File: config.mk
export PLATFORM = sky130hd
export DESIGN_NAME = i2c_byte_master
export DESIGN_NICKNAME = d
export VERILOG_FILES = /design/src/design/i2cbm_pkg.sv /design/src/design/i2c_byte_master.sv
export SDC_FILE = /design/constraint.sdc
export NUM_CORES = 1
export LEC_CHECK = 0
export ABC_AREA = 1
export ABC_CLOCK_PERIOD_IN_PS = 3500
export BUFFER_PORTS_ARGS = -buffer_cell sky130_fd_sc_hd__clkbuf_2
export CAP_MARGIN = 20
export CORE_MARGIN = 1.5
export CORE_UTILIZATION = 41
export DETAILED_ROUTE_END_ITERATION = 7
export MAX_ROUTING_LAYER = met4
export SYNTH_ARGS = -nofsm -noshare
export SYNTH_HDL_FRONTEND = slang
export SYNTH_SLANG_ARGS = --single-unit
export TNS_END_PERCENT = 10
File: constraint.sdc
create_clock -name clk -period 3.5 [get_ports clk]
set_input_delay 0.175 -clock clk [delete_from_list [all_inputs] [get_ports clk]]
set_output_delay 0.175 -clock clk [all_outputs]
set_load 0.005 [all_outputs]
File: src/design/i2cbm_pkg.sv
// Package for the byte-level I2C master: command codes, status codes and sequencer phases.
package i2cbm_pkg;

    localparam int unsigned TickWidth = 16;
    localparam int unsigned ByteWidth = 8;
    localparam int unsigned BitCntWidth = 4;
    localparam logic [TickWidth-1:0] PhaseTicksReset = 16'd1;
    localparam logic [BitCntWidth-1:0] BitsPerByte = 4'd8;

    typedef enum logic [1:0] {
        OP_START = 2'd0,
        OP_WRITE = 2'd1,
        OP_READ  = 2'd2,
        OP_STOP  = 2'd3
    } op_t;

    typedef enum logic [1:0] {
        STATUS_PASS    = 2'd0,
        STATUS_NACK    = 2'd1,
        STATUS_CLK_LOW = 2'd2
    } status_t;

    typedef enum logic [3:0] {
        PH_IDLE     = 4'd0,
        PH_START_A  = 4'd1,
        PH_START_B  = 4'd2,
        PH_WR_LOW   = 4'd3,
        PH_WR_HIGH  = 4'd4,
        PH_ACK_LOW  = 4'd5,
        PH_ACK_HIGH = 4'd6,
        PH_RD_HIGH  = 4'd7,
        PH_RD_LOW   = 4'd8,
        PH_WA_LOW   = 4'd9,
        PH_WA_HIGH  = 4'd10,
        PH_STOP_A   = 4'd11,
        PH_STOP_B   = 4'd12,
        PH_STOP_C   = 4'd13
    } phase_t;

endpackage

File: src/design/i2c_byte_master.sv
// Top level of the byte-level open-drain I2C master sequencer.
//
// Each input beat is one tick of bus time. A beat carries an optional command
// (start with address, write byte, read byte, stop) and the sampled SDA and SCL
// levels; it yields one result beat with the SCL and SDA release levels, busy,
// done, status and the last received byte. Every half-phase of SCL lasts
// phase_ticks ticks (zero acts as one), set through cfg_we/cfg_data while the
// block is idle: the user's duty, not enforced. The sequencer state is updated
// in the cycle a beat is accepted and the result lands in an output register,
// so the block takes one beat per clock cycle and the result appears in the next
// cycle. The only limit is the output register: in_ready drops only while a
// result waits on a low out_ready. Commands arriving while busy, or on the tick
// a command ends, are ignored. A start with SCL low ends at once with status 2.
module i2c_byte_master
    import i2cbm_pkg::*;
#(
    parameter logic [i2cbm_pkg::TickWidth-1:0] PHASE_TICKS_RESET = i2cbm_pkg::PhaseTicksReset
) (
    input  logic                              clk,
    input  logic                              rst_n,
    input  logic                              cfg_we,
    input  logic [i2cbm_pkg::TickWidth-1:0]   cfg_data,
    input  logic                              in_valid,
    output logic                              in_ready,
    input  logic                              cmd_valid,
    input  logic [1:0]                        operation,
    input  logic [i2cbm_pkg::ByteWidth-1:0]   tx_byte,
    input  logic                              send_nack,
    input  logic                              sda_in,
    input  logic                              scl_in,
    output logic                              out_valid,
    input  logic                              out_ready,
    output logic                              scl_release,
    output logic                              sda_release,
    output logic                              busy_res,
    output logic                              done_res,
    output logic [1:0]                        status,
    output logic [i2cbm_pkg::ByteWidth-1:0]   rx_byte
);

    // Sequencer state.
    logic [TickWidth-1:0]   phase_ticks_reg;
    phase_t                 phase_reg, phase_next;
    logic [BitCntWidth-1:0] bit_count_reg, bit_count_next;
    logic [ByteWidth-1:0]   shift_reg, shift_next;
    logic [TickWidth-1:0]   tick_count_reg, tick_count_next;
    logic                   nack_flag_reg, nack_flag_next;
    status_t                last_status_reg, last_status_next;
    logic [ByteWidth-1:0]   rx_hold_reg, rx_hold_next;
    logic                   line_scl_reg, line_scl_next;
    logic                   line_sda_reg, line_sda_next;

    // Result register.
    logic                   out_valid_reg;
    logic                   res_scl_reg, res_sda_reg, res_busy_reg, res_done_reg;
    status_t                res_status_reg;
    logic [ByteWidth-1:0]   res_rx_reg;

    logic                   accept;
    logic                   done_next;
    logic                   enter_en;
    phase_t                 enter_phase;
    logic [TickWidth-1:0]   limit;
    logic [TickWidth-1:0]   tick_inc;
    logic [BitCntWidth-1:0] bit_inc;

    // The output register frees up when its beat is taken, so a new beat can
    // enter in the same cycle.
    assign in_ready = !out_valid_reg || out_ready;
    assign accept   = in_valid && in_ready;

    assign limit    = (phase_ticks_reg == '0) ? {{(TickWidth-1){1'b0}}, 1'b1} : phase_ticks_reg;
    assign tick_inc = tick_count_reg + {{(TickWidth-1){1'b0}}, 1'b1};
    assign bit_inc  = bit_count_reg + {{(BitCntWidth-1){1'b0}}, 1'b1};

    always_comb
    begin
        phase_next       = phase_reg;
        bit_count_next   = bit_count_reg;
        shift_next       = shift_reg;
        tick_count_next  = tick_count_reg;
        nack_flag_next   = nack_flag_reg;
        last_status_next = last_status_reg;
        rx_hold_next     = rx_hold_reg;
        line_scl_next    = line_scl_reg;
        line_sda_next    = line_sda_reg;
        done_next        = 1'b0;
        enter_en         = 1'b0;
        enter_phase      = PH_IDLE;

        if (phase_reg == PH_IDLE)
        begin
            if (cmd_valid)
            begin
                bit_count_next = '0;
                case (op_t'(operation))
                    OP_START:
                    begin
                        if (!scl_in)
                        begin
                            last_status_next = STATUS_CLK_LOW;
                            done_next        = 1'b1;
                        end
                        else
                        begin
                            shift_next  = tx_byte;
                            enter_en    = 1'b1;
                            enter_phase = PH_START_A;
                        end
                    end
                    OP_WRITE:
                    begin
                        shift_next  = tx_byte;
                        enter_en    = 1'b1;
                        enter_phase = PH_WR_LOW;
                    end
                    OP_READ:
                    begin
                        shift_next     = '0;
                        nack_flag_next = send_nack;
                        enter_en       = 1'b1;
                        enter_phase    = PH_RD_HIGH;
                    end
                    default:
                    begin
                        enter_en    = 1'b1;
                        enter_phase = PH_STOP_A;
                    end
                endcase
            end
        end
        else if (tick_inc >= limit)
        begin
            tick_count_next = '0;
            case (phase_reg)
                PH_START_A:
                begin
                    enter_en    = 1'b1;
                    enter_phase = PH_START_B;
                end
                PH_START_B:
                begin
                    bit_count_next = '0;
                    enter_en       = 1'b1;
                    enter_phase    = PH_WR_LOW;
                end
                PH_WR_LOW:
                begin
                    enter_en    = 1'b1;
                    enter_phase = PH_WR_HIGH;
                end
                PH_WR_HIGH:
                begin
                    shift_next     = {shift_reg[ByteWidth-2:0], 1'b0};
                    bit_count_next = bit_inc;
                    enter_en       = 1'b1;
                    enter_phase    = (bit_inc >= BitsPerByte) ? PH_ACK_LOW : PH_WR_LOW;
                end
                PH_ACK_LOW:
                begin
                    enter_en    = 1'b1;
                    enter_phase = PH_ACK_HIGH;
                end
                PH_ACK_HIGH:
                begin
                    nack_flag_next   = sda_in;
                    last_status_next = sda_in ? STATUS_NACK : STATUS_PASS;
                    line_scl_next    = 1'b0;
                    phase_next       = PH_IDLE;
                    done_next        = 1'b1;
                end
                PH_RD_HIGH:
                begin
                    shift_next     = {shift_reg[ByteWidth-2:0], sda_in};
                    bit_count_next = bit_inc;
                    enter_en       = 1'b1;
                    enter_phase    = PH_RD_LOW;
                end
                PH_RD_LOW:
                begin
                    enter_en    = 1'b1;
                    enter_phase = (bit_count_reg >= BitsPerByte) ? PH_WA_LOW : PH_RD_HIGH;
                end
                PH_WA_LOW:
                begin
                    enter_en    = 1'b1;
                    enter_phase = PH_WA_HIGH;
                end
                PH_WA_HIGH:
                begin
                    rx_hold_next     = shift_reg;
                    last_status_next = STATUS_PASS;
                    line_scl_next    = 1'b0;
                    phase_next       = PH_IDLE;
                    done_next        = 1'b1;
                end
                PH_STOP_A:
                begin
                    enter_en    = 1'b1;
                    enter_phase = PH_STOP_B;
                end
                PH_STOP_B:
                begin
                    enter_en    = 1'b1;
                    enter_phase = PH_STOP_C;
                end
                PH_STOP_C:
                begin
                    last_status_next = STATUS_PASS;
                    phase_next       = PH_IDLE;
                    done_next        = 1'b1;
                end
                default:
                begin
                    phase_next = PH_IDLE;
                    done_next  = 1'b1;
                end
            endcase
        end
        else
        begin
            tick_count_next = tick_inc;
        end

        // Entering a phase restarts the tick count and sets that phase's line levels,
        // using the shift and NACK values already updated above.
        if (enter_en)
        begin
            phase_next      = enter_phase;
            tick_count_next = '0;
            case (enter_phase)
                PH_START_A:  line_sda_next = 1'b0;
                PH_START_B:  line_scl_next = 1'b0;
                PH_WR_LOW:
                begin
                    line_scl_next = 1'b0;
                    line_sda_next = shift_next[ByteWidth-1];
                end
                PH_WR_HIGH:  line_scl_next = 1'b1;
                PH_ACK_LOW:
                begin
                    line_scl_next = 1'b0;
                    line_sda_next = 1'b1;
                end
                PH_ACK_HIGH: line_scl_next = 1'b1;
                PH_RD_HIGH:
                begin
                    line_scl_next = 1'b1;
                    line_sda_next = 1'b1;
                end
                PH_RD_LOW:   line_scl_next = 1'b0;
                PH_WA_LOW:
                begin
                    line_scl_next = 1'b0;
                    line_sda_next = nack_flag_next;
                end
                PH_WA_HIGH:  line_scl_next = 1'b1;
                PH_STOP_A:   line_sda_next = 1'b0;
                PH_STOP_B:   line_scl_next = 1'b1;
                PH_STOP_C:   line_sda_next = 1'b1;
                default:     line_scl_next = line_scl_reg;
            endcase
        end
    end

    // Configuration register.
    always_ff @(posedge clk or negedge rst_n)
    begin
        if (!rst_n)
        begin
            phase_ticks_reg <= PHASE_TICKS_RESET;
        end
        else if (cfg_we)
        begin
            phase_ticks_reg <= cfg_data;
        end
    end

    // Sequencer state advances by one tick per accepted beat.
    always_ff @(posedge clk or negedge rst_n)
    begin
        if (!rst_n)
        begin
            phase_reg       <= PH_IDLE;
            bit_count_reg   <= '0;
            shift_reg       <= '0;
            tick_count_reg  <= '0;
            nack_flag_reg   <= 1'b0;
            last_status_reg <= STATUS_PASS;
            rx_hold_reg     <= '0;
            line_scl_reg    <= 1'b1;
            line_sda_reg    <= 1'b1;
        end
        else if (accept)
        begin
            phase_reg       <= phase_next;
            bit_count_reg   <= bit_count_next;
            shift_reg       <= shift_next;
            tick_count_reg  <= tick_count_next;
            nack_flag_reg   <= nack_flag_next;
            last_status_reg <= last_status_next;
            rx_hold_reg     <= rx_hold_next;
            line_scl_reg    <= line_scl_next;
            line_sda_reg    <= line_sda_next;
        end
    end

    // Output register valid flag.
    always_ff @(posedge clk or negedge rst_n)
    begin
        if (!rst_n)
        begin
            out_valid_reg <= 1'b0;
        end
        else if (accept)
        begin
            out_valid_reg <= 1'b1;
        end
        else if (out_ready)
        begin
            out_valid_reg <= 1'b0;
        end
    end

    // Result payload, loaded with the state just computed.
    always_ff @(posedge clk)
    begin
        if (accept)
        begin
            res_scl_reg    <= line_scl_next;
            res_sda_reg    <= line_sda_next;
            res_busy_reg   <= (phase_next != PH_IDLE);
            res_done_reg   <= done_next;
            res_status_reg <= last_status_next;
            res_rx_reg     <= rx_hold_next;
        end
    end

    assign out_valid   = out_valid_reg;
    assign scl_release = res_scl_reg;
    assign sda_release = res_sda_reg;
    assign busy_res    = res_busy_reg;
    assign done_res    = res_done_reg;
    assign status      = res_status_reg;
    assign rx_byte     = res_rx_reg;

endmodule

; Word-level counts from Yosys, hierarchy flattened
; Cells that the tools add are included.
[word_totals]
out_inout_bits = 16
regBits = 76
inputBits = 35
[op_classes]
muxes = 62
n_eq_ne = 32
reduce_logical = 23
n_addsub = 2
order_cmp = 3
[ops]
columns = operator, n
row1 = $mux W16, 4
row2 = $mux W8, 7
row3 = $eq A4 B4 Y1 const B, 12
row4 = $mux W4, 11
row5 = $pmux W4 S10, 1
row6 = $eq A4 B3 Y1 const B, 8
row7 = $mux W1, 26
row8 = $pmux W8 S3, 1
row9 = $add A16 B1 Y16 const B, 1
row10 = $eq A4 B2 Y1 const B, 4
row11 = $ge A16 B16 Y1, 1
row12 = $logic_not A16 Y1, 1
row13 = $pmux W8 S2, 1
row14 = $pmux W4 S3, 1
row15 = $mux W2, 5
row16 = $reduce_or A10 Y1, 1
row17 = $reduce_or A5 Y1, 2
row18 = $eq A4 B1 Y1 const B, 2
row19 = $ge A4 B4 Y1 const B, 2
row20 = $pmux W4 S2, 1
row21 = $reduce_or A2 Y1, 4
row22 = $reduce_and A6 Y1, 1
row23 = $reduce_bool A3 Y1, 2
row24 = $reduce_or A3 Y1, 2
row25 = other kinds (19), 21

; Longest topological paths before layout
[depth]
depth_word = 10
mapped_depth = 29

; Worst setup path before layout
; Ideal clock, no wire load.
[synth_path]
kind = flip-flop to flip-flop
start = register tick_count_reg[2]
end = register res_busy_reg, in the netlist busy_res, data pin
period_less_slack_ps = 3307
setup_ps = 263
path_slack_ps = 193
arrival_time_ps = 3045
stages_incl_launch_ff = 24
path_cell_list = dfrtp_1 > inv_2 > nor3_4 > nand4_1 > nor2_1 > nand2_1 > nor2_2 > nand3_1 > nor3_2 > nand2_1 > xor2_1 > inv_1 > ha_1 > a21oi_1 > o21ai_0 > a21oi_1 > nand2_2 > buf_2 > nand3_1 > o21ai_0 > inv_1 > o22ai_1 > nor2_1 > nand3_1
[synth_via]
elab_chain_cells = 6
[synth_lines]
columns = item, line
row1 = "start, declared", i2c_byte_master.sv:46  ; logic [TickWidth-1:0] tick_count_reg, tick_count_next;
row2 = "start signal, assigned", i2c_byte_master.sv:299  ; tick_count_reg <= tick_count_next;
row3 = $add A16 B1 Y16 (*), i2c_byte_master.sv:73  ; assign tick_inc = tick_count_reg + {{(TickWidth-1){1'b0}}, 1'b1};
row4 = $ge A16 B16 Y1 (*), i2c_byte_master.sv:132  ; else if (tick_inc >= limit)
row5 = $mux W4 / $mux W1 (equally long branches), i2c_byte_master.sv:132
row6 = $mux W4 / $mux W1 (equally long branches), i2c_byte_master.sv:91  ; if (phase_reg == PH_IDLE)
row7 = $mux W4 (*), i2c_byte_master.sv:227  ; if (enter_en)
row8 = $reduce_bool A4 Y1 (*), i2c_byte_master.sv:332  ; res_busy_reg <= (phase_next != PH_IDLE);
row9 = "end signal, assigned", i2c_byte_master.sv:332
row10 = "end, declared", i2c_byte_master.sv:55  ; logic res_scl_reg, res_sda_reg, res_busy_reg, res_done_reg;
; Mark *: on every way between the ends. The rest lies on a longest branch, timed or not.
; A chain may end at the register's enable or synchronous reset.

; Worst setup path in the final report
[layout_path]
start = register tick_count_reg[2]
end = register res_scl_reg, in the netlist scl_release, data pin
[layout_via]
elab_chain_cells = 8
[layout_lines]
columns = item, line
row1 = $add A16 B1 Y16 (*), i2c_byte_master.sv:73
row2 = $ge A16 B16 Y1 (*), i2c_byte_master.sv:132
row3 = $mux W4, i2c_byte_master.sv:132
row4 = $mux W4, i2c_byte_master.sv:91
row5 = $eq A4 B3 Y1 (tied with other cells), i2c_byte_master.sv:231  ; case (enter_phase)
row6 = $reduce_or A5 Y1 (no line) / $reduce_or A3 Y1 (equally long branches), n/a
row7 = $pmux W1 S3, i2c_byte_master.sv:231
row8 = $mux W1 (*), i2c_byte_master.sv:227
row9 = via line_scl_next, i2c_byte_master.sv:50  ; logic line_scl_reg, line_scl_next;
row10 = "end signal, assigned", i2c_byte_master.sv:330  ; res_scl_reg <= line_scl_next;
row11 = "end, declared", i2c_byte_master.sv:55
; The timed path passes the listed nets; every way through them passes the cells marked *.

==> out/qor.txt <==
Synth Register Bits - 76
CTS Buf Count - 9
Area Growth Syn to Fin - 23.7%
Tightest Pin Transition - 0.567 ns
WL/cell - 13.0 um
IO Count - 51
# DRC - 0
Tightest Hold Check Type - in2reg
Clock sinks - 76
RSZ-0062 raised after global routing - true
Root Driver - clkbuf_8
Avg Cell Area, Syn - 7.90 sq um
Required time worst endpoint - 3.65 ns
Vias post-DR - 3974
Nets - 716
Rows - 38
CTS tree - built
MaxCap Viol Count - 0
Worst-path clk slew - 0.09 ns
Placer congestion estimate - 0.853
Synth area leaders - dfrtp_1 (32%), nand2_1 (11%), edfxtp_1 (9.2%)
Largest area contributor in the netlist - dfrtp_1
Layout cells sized above 1 - 26.8%
Maximum clock insertion buffer count - 2
Main synth FF type - dfrtp_1
Final min period - 3.49 ns
Pre-CTS setup slack - -0.0917 ns
Skew-Pair Late Insertion Delay - 0.39 ns
Setup slack after layout - 0.00989 ns
Vias in the first global route - 3833
Setup-failing EPs final - 0
Mapped cell area - 4570 sq um
Syn. warnings - 0
FFs w/ async S/R, synth - 81.6%
Fin crit share - 99.7%
Critical path startpoint category - flip-flop
Count leader, synth - nand2_1
Drt via density - 4.95
Pre-antenna DRT Iters - 4
Routed wire length - 10500 um
Worst VDD drop - 422 uV
Pwr per Cell Area - 667 nW/um^2
Worst-path fanout max - 8
Antenna violation net count after detailed routing - 0
Outcome - completed
Initial antenna violation count - 0
GRT Residual Overflow - 0
Top-area cell type share of the netlist area - 32.3%
CP Capture Type - flip-flop
Register area share after synthesis - 43.2%
Post-Layout Cell Count - 803
H-tree Lvls - 3
Die height - 109 um
Setup CP Type - reg2reg
Detailed placement HPWL - 7460 um
Synthesized Nets - 636
Worst EP arrival - 3.64 ns
Floorplan die width - 109 um
Most frequent cells after synthesis - nand2_1 (135), inv_1 (101), dfrtp_1 (59), o21ai_0 (47), nor2_1 (31)
Worst slew margin - 62.2%
Inst Count DP - 768
Post-synth EDFFs - 14
Final hold vios - 0
First-pass GRT wire length - 17400 um
Min Hold Slack - 0.00528 ns
Largest net degree at the start of global routing - 45
Core Box Area - 10800 sq um
Post-synth cell types - 42
Port buffer count - 50
Global Route Usage Sum - 19.6%
Peak Freq - 0.287 GHz
Antenna diodes - 0
Starting Density - 42.1%
DR iter-0 viols - 150
Leakage - 0.00277 uW
Max Slew Vio Count - 0
Layout Skew - 0.0206 ns
Die Area - 11800 sq um
Post-Syn Instances - 578
## worst max-delay path: stages, from the launching register on
cell and delay (ns):
dfrtp_1 0.39, inv_2 0.06, nor3_4 0.19, nand4_1 0.12, nor2_1 0.12, nand2_1 0.08, nor2_2 0.16, nand3_2 0.10
nor3_2 0.19, nand2_1 0.11, xor2_2 0.16, inv_2 0.06, ha_4 0.23, a21oi_2 0.11, o21ai_1 0.08, a21oi_2 0.18
nand2_4 0.14, a21oi_4 0.28, buf_6 0.14, o21bai_1 0.06, nand2_1 0.06, nand2_1 0.05, clkinv_1 0.04, nand2_1 0.04
nand2_1 0.06, nand2_2 0.05
## cells in the final DEF, fill, tap and decap left out, types with 10 or more instances in the layout
cell and count:
nor2_2 10, o21ai_2 12, buf_4 19, inv_1 96, edfxtp_1 14, o21ai_1 20
nand4_1 18, a21oi_1 17, o22ai_1 13, dfrtp_1 59, nand3_1 15, nand2_1 124
nand2_2 12, nor2_1 23, ha_1 20, clkbuf_2 50, o21ai_0 37
## per-stage QoR
stage | util, % | power (uW) | TNS [ns] | instance area [sq um]
after CTS | 49.2 | 3590 | -0.00784 | 5330
after global routing | 52.1 | 4100 | -4.77 | 5650
after floorplan | - | 2520 | 0 | 4570
final | 52.1 | 3770 | 0 | 5650
after detailed placement | 46.5 | 2890 | -0.114 | 5040
after global placement | 46.5 | 2840 | 0 | 5040
## path summary, 6_finish.rpt
| kind | start | depth (start not counted) | end | slack [ns] |
|---|---|---|---|---|
| max | tick_count_reg[2] | 25 | scl_release | 0.01 |
| max reg2reg | tick_count_reg[2] | 25 | scl_release | 0.01 |
| max in group asynchronous | rst_n | 3 | phase_ticks_reg[0] | 2.24 |
| min in group asynchronous | rst_n | 2 | nack_flag_reg | 0.30 |
| min reg2reg | line_scl_reg | 2 | line_scl_reg | 0.48 |
| min | cfg_data[6] | 3 | phase_ticks_reg[6] | 0.005 |
## timing repair
action                                  CTS  global route
endpoints found under the hold margin    25             0
endpoints found under the setup margin    5            58
pin swaps                                 1            18
resized for setup                         4            68
cloned                                    1             1
hold buffers                              7             0
buffers inserted                          1             9
## cell families after synthesis
logic type                 after synthesis  share of synthesized area, %
DFF                                     76                          43.2
AOI/OAI and AO/OA                      120                          15.0
and+or+nand+nor                        225                          22.4
buffers and inverters                  123                          11.0
adders and majority gates               23                          6.30
xor gates and xnor gates                11                          2.11
## layout make-up
type                    instances  area, sq um
multi-input cells             380         2330
repair buffers                 82          562
well taps                     140          175
fillers                      1032         5190
inverters                     109          419
clock inverters                 7         65.1
clock buffers                   9          124
flip-flops and latches         76         1980
## power by group
group          internal, uW  switching, uW
logic                   656           1090
clock network           276            397
registers              1170            175
## routing by layer
layer,GRT usage [%],share of wire [%]
met3,5.18,3.8
met4,6.77,1.7
met5,-,0
met1,23.3,46
met2,32.1,49
Power figures use the tool's default switching activity.
